## config.mk

```make
export PLATFORM = sky130hd
export DESIGN_NAME = gregorian_date_day_offset_top
export DESIGN_NICKNAME = d
export VERILOG_FILES = /design/src/hdl/gdo_pkg.sv /design/src/hdl/gdo_fwd.sv /design/src/hdl/gdo_inv.sv /design/src/hdl/gregorian_date_day_offset_top.sv
export SDC_FILE = /design/constraint.sdc
export NUM_CORES = 2
export LEC_CHECK = 0
export CORE_ASPECT_RATIO = 0.9
export CORE_MARGIN = 2
export CORE_UTILIZATION = 35
export DETAILED_ROUTE_END_ITERATION = 8
export DONT_BUFFER_PORTS = 1
export PLACE_DENSITY_LB_ADDON = 0.12
export SYNTH_ARGS = -nofsm -noshare
export SYNTH_HDL_FRONTEND = slang
export SYNTH_HIERARCHICAL = 1
export SYNTH_SLANG_ARGS = --single-unit
```

## constraint.sdc

```tcl
create_clock -name clk -period 13.5 [get_ports clk]
set_input_delay 4.05 -clock clk [delete_from_list [all_inputs] [get_ports clk]]
set_output_delay 4.05 -clock clk [all_outputs]
set_load 0.05 [all_outputs]
```

## src/hdl/gdo_pkg.sv

```systemverilog
// shared constants, types and reciprocal factors for the date offset pipeline
package gdo_pkg;

  localparam int OFFSET_WIDTH_DEF = 21;

  // pipeline depths of the conversion units
  localparam int FWD_LAT   = 2;
  localparam int INV_LAT   = 7;
  localparam int TOTAL_LAT = FWD_LAT + 2 * INV_LAT + 1;

  // configuration register indexes
  localparam logic [1:0] CFG_DEFAULT_MONTH = 2'd0;
  localparam logic [1:0] CFG_DEFAULT_DAY   = 2'd1;
  localparam logic [1:0] CFG_DEFAULT_YEAR  = 2'd2;

  localparam logic [3:0]  RST_DEFAULT_MONTH = 4'd5;
  localparam logic [4:0]  RST_DEFAULT_DAY   = 5'd11;
  localparam logic [13:0] RST_DEFAULT_YEAR  = 14'd1959;

  // day numbers of 1/1/1 and 12/31/9999
  localparam int JDN_MIN = 1721426;
  localparam int JDN_MAX = 5373484;

  // forward conversion constants
  localparam int Y_BIAS_A  = 4800;
  localparam int Y_BIAS_B  = 4900;
  localparam int DAYS_4Y   = 1461;
  localparam int JD_BIAS   = 32075;

  // inverse conversion constants
  localparam int L_BIAS    = 68569;
  localparam int DAYS_400Y = 146097;
  localparam int MON_BASE  = 31;
  localparam int CENT_BIAS = 4900;

  // floor(x * c / d) as (x * K) >> S, exact while x < 2**S / d
  localparam int C_S  = 22;
  localparam logic [15:0] C_K = 16'(((64'd1 << C_S) + 64'd99) / 64'd100);
  localparam int T2_S = 8;
  localparam logic [12:0] T2_K = 13'(((64'd367 << T2_S) + 64'd11) / 64'd12);
  localparam int N_S  = 42;
  localparam logic [26:0] N_K = 27'(((64'd4 << N_S) + 64'd146096) / 64'd146097);
  localparam int I_S  = 37;
  localparam logic [28:0] I_K = 29'(((64'd4000 << I_S) + 64'd1461000) / 64'd1461001);
  localparam int J_S  = 21;
  localparam logic [16:0] J_K = 17'(((64'd80 << J_S) + 64'd2446) / 64'd2447);
  localparam int DJ_S = 12;
  localparam logic [16:0] DJ_K = 17'(((64'd2447 << DJ_S) + 64'd79) / 64'd80);

  // date as it leaves the inverse conversion, wide enough to hold any stray value
  typedef struct packed {
    logic signed [6:0]  month;
    logic signed [10:0] day;
    logic signed [16:0] year;
  } date_wide_t;

endpackage

```

## src/hdl/gdo_fwd.sv

```systemverilog
// date to day number conversion, two pipeline stages
module gdo_fwd (
  input  logic        clk,
  input  logic        rst_n,
  input  logic        in_valid,
  input  logic [3:0]  month,
  input  logic [4:0]  day,
  input  logic [13:0] year,
  output logic        out_valid,
  output logic [22:0] out_jd
);

  logic        early;
  logic [14:0] w1, w2;
  logic [24:0] p1;
  logic [30:0] pq;
  logic [3:0]  t;
  logic [16:0] p2;

  logic        v1_r, v2_r;
  logic [22:0] s1_t1_r;
  logic [7:0]  s1_q_r;
  logic [8:0]  s1_t2_r;
  logic [4:0]  s1_d_r;
  logic [22:0] jd_r;

  logic [9:0]  t3;
  logic [23:0] jd_nxt;

  // january and february count as months 13 and 14 of the year before
  always_comb begin
    early = (month < 4'd3);
    w1 = 15'(year) + (early ? 15'(gdo_pkg::Y_BIAS_A - 1) : 15'(gdo_pkg::Y_BIAS_A));
    w2 = 15'(year) + (early ? 15'(gdo_pkg::Y_BIAS_B - 1) : 15'(gdo_pkg::Y_BIAS_B));
    p1 = 25'(w1) * 25'(gdo_pkg::DAYS_4Y);
    pq = 31'(w2) * 31'(gdo_pkg::C_K);
    t  = early ? (month + 4'd10) : (month - 4'd2);
    p2 = 17'(t) * 17'(gdo_pkg::T2_K);
  end

  always_comb begin
    t3 = (10'(s1_q_r) * 10'd3) >> 2;
    jd_nxt = 24'(s1_t1_r) + 24'(s1_t2_r) + 24'(s1_d_r) - 24'(t3)
           - 24'(gdo_pkg::JD_BIAS);
  end

  always_ff @(posedge clk) begin
    if (!rst_n) begin
      v1_r <= 1'b0;
      v2_r <= 1'b0;
    end else begin
      v1_r <= in_valid;
      v2_r <= v1_r;
    end
  end

  always_ff @(posedge clk) begin
    s1_t1_r <= p1[24:2];
    s1_q_r  <= pq[gdo_pkg::C_S +: 8];
    s1_t2_r <= p2[gdo_pkg::T2_S +: 9];
    s1_d_r  <= day;
    jd_r    <= jd_nxt[22:0];
  end

  assign out_valid = v2_r;
  assign out_jd    = jd_r;

endmodule

```

## src/hdl/gdo_inv.sv

```systemverilog
// day number to date conversion, seven pipeline stages
module gdo_inv (
  input  logic                 clk,
  input  logic                 rst_n,
  input  logic                 in_valid,
  input  logic [22:0]          in_jd,
  output logic                 out_valid,
  output gdo_pkg::date_wide_t  out_date
);

  localparam int LAST = gdo_pkg::INV_LAT - 1;

  logic [gdo_pkg::INV_LAT-1:0] v_r;

  logic [23:0] s1_l_r;
  logic [23:0] s2_l_r;
  logic [8:0]  s2_n_r;
  logic [15:0] s3_l2_r;
  logic [8:0]  s3_n_r;
  logic [15:0] s4_l2_r;
  logic [8:0]  s4_n_r;
  logic [6:0]  s4_i_r;
  logic [8:0]  s5_l3_r;
  logic [8:0]  s5_n_r;
  logic [6:0]  s5_i_r;
  logic [8:0]  s6_l3_r;
  logic [8:0]  s6_n_r;
  logic [6:0]  s6_i_r;
  logic [4:0]  s6_j_r;
  gdo_pkg::date_wide_t date_r;

  logic [50:0] pn;
  logic [26:0] p400;
  logic [23:0] l2;
  logic [15:0] yv;
  logic [44:0] pi;
  logic [17:0] p4y;
  logic [16:0] l3;
  logic [25:0] pj;
  logic [21:0] pdj;
  logic        k;
  logic [15:0] yr_sum;
  gdo_pkg::date_wide_t date_nxt;

  always_comb begin
    pn   = 51'(s1_l_r) * 51'(gdo_pkg::N_K);
    p400 = 27'(s2_n_r) * 27'(gdo_pkg::DAYS_400Y) + 27'd3;
    l2   = s2_l_r - 24'(p400[26:2]);
    yv   = s3_l2_r + 16'd1;
    pi   = 45'(yv) * 45'(gdo_pkg::I_K);
    p4y  = 18'(s4_i_r) * 18'(gdo_pkg::DAYS_4Y);
    l3   = 17'(s4_l2_r) - 17'(p4y[17:2]) + 17'(gdo_pkg::MON_BASE);
    pj   = 26'(s5_l3_r) * 26'(gdo_pkg::J_K);
    pdj  = 22'(s6_j_r) * 22'(gdo_pkg::DJ_K);
    // month index runs march..february, eleven and up roll into the next year
    k    = (s6_j_r >= 5'd11);
    yr_sum = 16'(s6_n_r) * 16'd100 + 16'(s6_i_r) + 16'(k);
    date_nxt.day   = $signed({2'b00, s6_l3_r}) - $signed({1'b0, pdj[gdo_pkg::DJ_S +: 10]});
    date_nxt.month = $signed({2'b00, s6_j_r}) + 7'sd2 - (k ? 7'sd12 : 7'sd0);
    date_nxt.year  = $signed({1'b0, yr_sum}) - 17'(gdo_pkg::CENT_BIAS);
  end

  always_ff @(posedge clk) begin
    if (!rst_n) begin
      v_r <= '0;
    end else begin
      v_r <= {v_r[gdo_pkg::INV_LAT-2:0], in_valid};
    end
  end

  always_ff @(posedge clk) begin
    s1_l_r  <= 24'(in_jd) + 24'(gdo_pkg::L_BIAS);
    s2_l_r  <= s1_l_r;
    s2_n_r  <= pn[gdo_pkg::N_S +: 9];
    s3_l2_r <= l2[15:0];
    s3_n_r  <= s2_n_r;
    s4_l2_r <= s3_l2_r;
    s4_n_r  <= s3_n_r;
    s4_i_r  <= pi[gdo_pkg::I_S +: 7];
    s5_l3_r <= l3[8:0];
    s5_n_r  <= s4_n_r;
    s5_i_r  <= s4_i_r;
    s6_l3_r <= s5_l3_r;
    s6_n_r  <= s5_n_r;
    s6_i_r  <= s5_i_r;
    s6_j_r  <= pj[gdo_pkg::J_S +: 5];
    date_r  <= date_nxt;
  end

  assign out_valid = v_r[LAST];
  assign out_date  = date_r;

endmodule

```

## src/hdl/gregorian_date_day_offset_top.sv

```systemverilog
// top level: date check, default substitution, offset add and reconversion
//
// Fully pipelined: a request is taken in every cycle (busy stays low) and its
// result is on the out_ ports with out_valid high for one cycle only; the
// receiver cannot stall. The pipeline has two stages of date to day number
// conversion, seven stages of day number to date conversion for the round-trip
// check, one stage for default select, offset add and clamp, and seven more for
// the final conversion, each inverse stage holding at most one multiplier but
// the last, which holds two.
// Default date registers must only be written while no request is in flight.
module gregorian_date_day_offset_top #(
  parameter int OFFSET_WIDTH = gdo_pkg::OFFSET_WIDTH_DEF
) (
  input  logic                           clk,
  input  logic                           rst_n,
  input  logic                           start,
  output logic                           busy,
  input  logic [3:0]                     in_month,
  input  logic [4:0]                     in_day,
  input  logic [13:0]                    in_year,
  input  logic signed [OFFSET_WIDTH-1:0] in_day_offset,
  output logic                           out_valid,
  output logic [3:0]                     out_month,
  output logic [4:0]                     out_day,
  output logic [13:0]                    out_year,
  output logic [22:0]                    out_base_day_number,
  output logic                           out_date_was_valid,
  output logic                           out_range_error,
  input  logic                           cfg_we,
  input  logic [1:0]                     cfg_index,
  input  logic [13:0]                    cfg_data
);

  localparam int D1    = gdo_pkg::FWD_LAT + gdo_pkg::INV_LAT;
  localparam int D2    = gdo_pkg::INV_LAT;
  localparam int SUM_W = ((OFFSET_WIDTH > 24) ? OFFSET_WIDTH : 24) + 1;

  logic [3:0]  dflt_month_r;
  logic [4:0]  dflt_day_r;
  logic [13:0] dflt_year_r;

  logic        acc;
  logic        fa_valid, fb_valid, ia_valid, ib_valid;
  logic [22:0] fa_jd, fb_jd;
  gdo_pkg::date_wide_t ia_date, ib_date;

  // request fields travel beside the check conversion
  logic [3:0]              m_d_r   [D1];
  logic [4:0]              d_d_r   [D1];
  logic [13:0]             y_d_r   [D1];
  logic [OFFSET_WIDTH-1:0] off_d_r [D1];
  logic [22:0]             jda_d_r [D2];

  logic              sel_v_r;
  logic [22:0]       sel_sum_r;
  logic [22:0]       sel_jd_r;
  logic              sel_ok_r;
  logic              sel_rerr_r;
  logic [22:0]       jd_d_r   [D2];
  logic              ok_d_r   [D2];
  logic              rerr_d_r [D2];

  logic                    ok;
  logic [22:0]             jd_sel;
  logic signed [SUM_W-1:0] sum;
  logic [22:0]             sum_nxt;
  logic                    rerr_nxt;

  // pipeline takes a request every cycle
  assign busy = 1'b0;
  assign acc  = start && !busy;

  always_ff @(posedge clk) begin
    if (!rst_n) begin
      dflt_month_r <= gdo_pkg::RST_DEFAULT_MONTH;
      dflt_day_r   <= gdo_pkg::RST_DEFAULT_DAY;
      dflt_year_r  <= gdo_pkg::RST_DEFAULT_YEAR;
    end else if (cfg_we) begin
      case (cfg_index)
        gdo_pkg::CFG_DEFAULT_MONTH: dflt_month_r <= cfg_data[3:0];
        gdo_pkg::CFG_DEFAULT_DAY:   dflt_day_r   <= cfg_data[4:0];
        gdo_pkg::CFG_DEFAULT_YEAR:  dflt_year_r  <= cfg_data;
        default: ;
      endcase
    end
  end

  gdo_fwd u_fwd_in (
    .clk       (clk),
    .rst_n     (rst_n),
    .in_valid  (acc),
    .month     (in_month),
    .day       (in_day),
    .year      (in_year),
    .out_valid (fa_valid),
    .out_jd    (fa_jd)
  );

  // free-running conversion of the default date, settles after a write once the new value has passed both fwd stages
  gdo_fwd u_fwd_dflt (
    .clk       (clk),
    .rst_n     (rst_n),
    .in_valid  (1'b1),
    .month     (dflt_month_r),
    .day       (dflt_day_r),
    .year      (dflt_year_r),
    .out_valid (fb_valid),
    .out_jd    (fb_jd)
  );

  gdo_inv u_inv_chk (
    .clk       (clk),
    .rst_n     (rst_n),
    .in_valid  (fa_valid),
    .in_jd     (fa_jd),
    .out_valid (ia_valid),
    .out_date  (ia_date)
  );

  always_ff @(posedge clk) begin
    m_d_r[0]   <= in_month;
    d_d_r[0]   <= in_day;
    y_d_r[0]   <= in_year;
    off_d_r[0] <= in_day_offset;
    for (int s = 1; s < D1; s++) begin
      m_d_r[s]   <= m_d_r[s-1];
      d_d_r[s]   <= d_d_r[s-1];
      y_d_r[s]   <= y_d_r[s-1];
      off_d_r[s] <= off_d_r[s-1];
    end
    jda_d_r[0] <= fa_jd;
    for (int s = 1; s < D2; s++) begin
      jda_d_r[s] <= jda_d_r[s-1];
    end
  end

  // round-trip check, default select, offset add and clamp
  always_comb begin
    ok = (ia_date.month == $signed({3'b000, m_d_r[D1-1]}))
      && (ia_date.day   == $signed({6'b000000, d_d_r[D1-1]}))
      && (ia_date.year  == $signed({3'b000, y_d_r[D1-1]}));
    jd_sel = ok ? jda_d_r[D2-1] : fb_jd;
    sum = $signed({{(SUM_W-23){1'b0}}, jd_sel}) + SUM_W'($signed(off_d_r[D1-1]));
    if (sum < $signed(SUM_W'(gdo_pkg::JDN_MIN))) begin
      sum_nxt  = 23'(gdo_pkg::JDN_MIN);
      rerr_nxt = 1'b1;
    end else if (sum > $signed(SUM_W'(gdo_pkg::JDN_MAX))) begin
      sum_nxt  = 23'(gdo_pkg::JDN_MAX);
      rerr_nxt = 1'b1;
    end else begin
      sum_nxt  = sum[22:0];
      rerr_nxt = 1'b0;
    end
  end

  always_ff @(posedge clk) begin
    if (!rst_n) begin
      sel_v_r <= 1'b0;
    end else begin
      sel_v_r <= ia_valid;
    end
  end

  always_ff @(posedge clk) begin
    sel_sum_r  <= sum_nxt;
    sel_jd_r   <= jd_sel;
    sel_ok_r   <= ok;
    sel_rerr_r <= rerr_nxt;
    jd_d_r[0]   <= sel_jd_r;
    ok_d_r[0]   <= sel_ok_r;
    rerr_d_r[0] <= sel_rerr_r;
    for (int s = 1; s < D2; s++) begin
      jd_d_r[s]   <= jd_d_r[s-1];
      ok_d_r[s]   <= ok_d_r[s-1];
      rerr_d_r[s] <= rerr_d_r[s-1];
    end
  end

  gdo_inv u_inv_out (
    .clk       (clk),
    .rst_n     (rst_n),
    .in_valid  (sel_v_r),
    .in_jd     (sel_sum_r),
    .out_valid (ib_valid),
    .out_date  (ib_date)
  );

  assign out_valid           = ib_valid;
  assign out_month           = ib_date.month[3:0];
  assign out_day             = ib_date.day[4:0];
  assign out_year            = ib_date.year[13:0];
  assign out_base_day_number = jd_d_r[D2-1];
  assign out_date_was_valid  = ok_d_r[D2-1];
  assign out_range_error     = rerr_d_r[D2-1];

`ifndef SYNTHESIS
  a_latency: assert property (@(posedge clk) disable iff (!rst_n)
    acc |-> ##(gdo_pkg::TOTAL_LAT) out_valid)
    else $error("request did not produce a result at fixed latency");

  a_date_range: assert property (@(posedge clk) disable iff (!rst_n)
    out_valid |-> (out_year >= 14'd1 && out_year <= 14'd9999
                   && out_month >= 4'd1 && out_month <= 4'd12
                   && out_day >= 5'd1))
    else $error("result date out of range");

  a_clamp: assert property (@(posedge clk) disable iff (!rst_n)
    (out_valid && out_range_error) |->
      ((out_year == 14'd1 && out_month == 4'd1 && out_day == 5'd1)
       || (out_year == 14'd9999 && out_month == 4'd12 && out_day == 5'd31)))
    else $error("range error without saturated date");

  a_dflt_ready: assert property (@(posedge clk) disable iff (!rst_n)
    ia_valid |-> fb_valid)
    else $error("default date conversion not settled at select");
`endif

endmodule
```

==> out/qor.csv <==
metric,value,unit
grt_pass1_wl,367,mm
grt_overflow,0,
cts-hold-fix-buffers,0,
crit_arrival,11.65,ns
drt_iter0_drc,2272,
core_area,283000,sq um
finClkSkew,0.0921,ns
first_global_vias,65200,
port_buffers,0,
ios,114,
crit_fanout,7,
wl_per_cell,17.3,um
worst_setup_path_start_kind,input pin,
htreeDepth,4,
yosysWarnings,6,
clk_path_buf_depth,4,
ant_nets,0,
end_kind,flop,
hp-class,flop to flop,
drive_gt1_share,3.92,%
syn-instance-count,9192,
critPathBufInv,8,
grt_max_degree,41,
fin_nets,12500,
cts_resized,0,
fin_crit_sh,80.9,%
path_delay_family,adder cells,
rsz0062_at_grt,no,
cp_common_cell,inv_1,
dieWidth,566,um
outcome,"finished, final reports clean",
rows,185,
period_minus_slack,10.92,ns
clk_latency,0.82,ns
mappedNetlistNets,12300,
clock_sinks,1318,
hold_violations,0,
grt_use_total,16.1,%
cts_tree,built,
critical_path.slowest_cell,xor2_1,
clk_pin_slew,0.06,ns
syn_to_final_growth,9.86,%
die-area,289000,sq um
place_congestion,0.883,
syn_area,99600,sq um
num_vias,59800,
finish.utilization,38.7,%
worstPathRequired,14.24,ns
antenna_found_initial,19,
viasPerCell,4.53,
slowest_delay,0.54,ns
wl,228,mm
setup_viol_count_final,0,
slew_violations,0,
worst_slew_pin_slew,1.16,ns
syn_avg_cell_area,10.8,sq um
cts-buffers-inserted,158,
drcViolationCount,0,
path_class,input pin to flop,
hpwl,194,mm
cts_root_buf,clkbuf_16,
max_freq,91.6,MHz
max-cap-violations,0,
tns,0,ns
postCtsSetupBuffers,0,
die_y,510,um
initial_core_util,35.2,%
max_slew_margin,20.7,%
first_pass_iters,7,
==> final cells by class <==
class	count	area (sq um)
inverter	2139	8030
timing repair buffer	17	128
antenna	10	25.0
clock buffer	210	4440
multi-input combinational	5698	65000
fill	27600	173000
clock inverter	61	754
tap	3740	4680
sequential	1318	26400
==> registers in the layout, indices dropped and copies added, names as in the netlist, 35 cells and up <==
name	cells
y_d_r	126
m_d_r	36
jda_d_r	161
d_d_r	45
off_d_r	189
u_inv_chk/out_date	35
jd_d_r	161
==> cell usage in the layout (no fill, tap or decap), drive strengths merged, types with 26 or more instances in the layout <==
cell,instances
a211oi,39
a21o,119
a21oi,294
a31oi,47
and2,54
and3,48
clkbuf,210
clkinv,27
dfxtp,1318
fa,1263
ha,1798
inv,2152
nand2,292
nand2b,38
nand3,103
nand4,43
nor2,221
nor2b,44
nor3,64
o211ai,33
o21a,53
o21ai,186
o21bai,57
or2,26
xnor2,350
xor2,208
==> worst paths after layout <==
check                        from                   to  slack, ns  depth (start not counted)
max                   in_month[2]   u_fwd_in/s1_q_r[7]       2.58                         31
min                jda_d_r[0][18]       jda_d_r[1][18]       0.29                          0
max reg2reg  u_inv_out/s3_l2_r[0]  u_inv_out/s4_i_r[6]       4.74                         22
min reg2reg        jda_d_r[0][18]       jda_d_r[1][18]       0.29                          0
==> stage by stage <==
stage	instance area, sq um	setup slack (ns)	hold WS, ns	instances
final	109000	2.58	0.295	13200
after global routing	109000	2.05	0.296	13200
after CTS	109000	2.54	0.297	13200
after detailed placement	104000	1.66	0.312	12900
after global placement	104000	1.77	0.310	12900
after floorplan	99600	2.79	0.310	9192
==> metal layers <==
layer / up-vias / routed length (um) / GRT usage [%]
met5: - / 39 / 0
met4: 6 / 5150 / 4.00
met3: 254 / 6790 / 1.98
met2: 671 / 106000 / 26.8
met1: 29200 / 110000 / 22.2
li1: 29600 / - / -
Power is not shown: default switching activity piles up to over one toggle a cycle in this logic, so the estimate is an artifact.
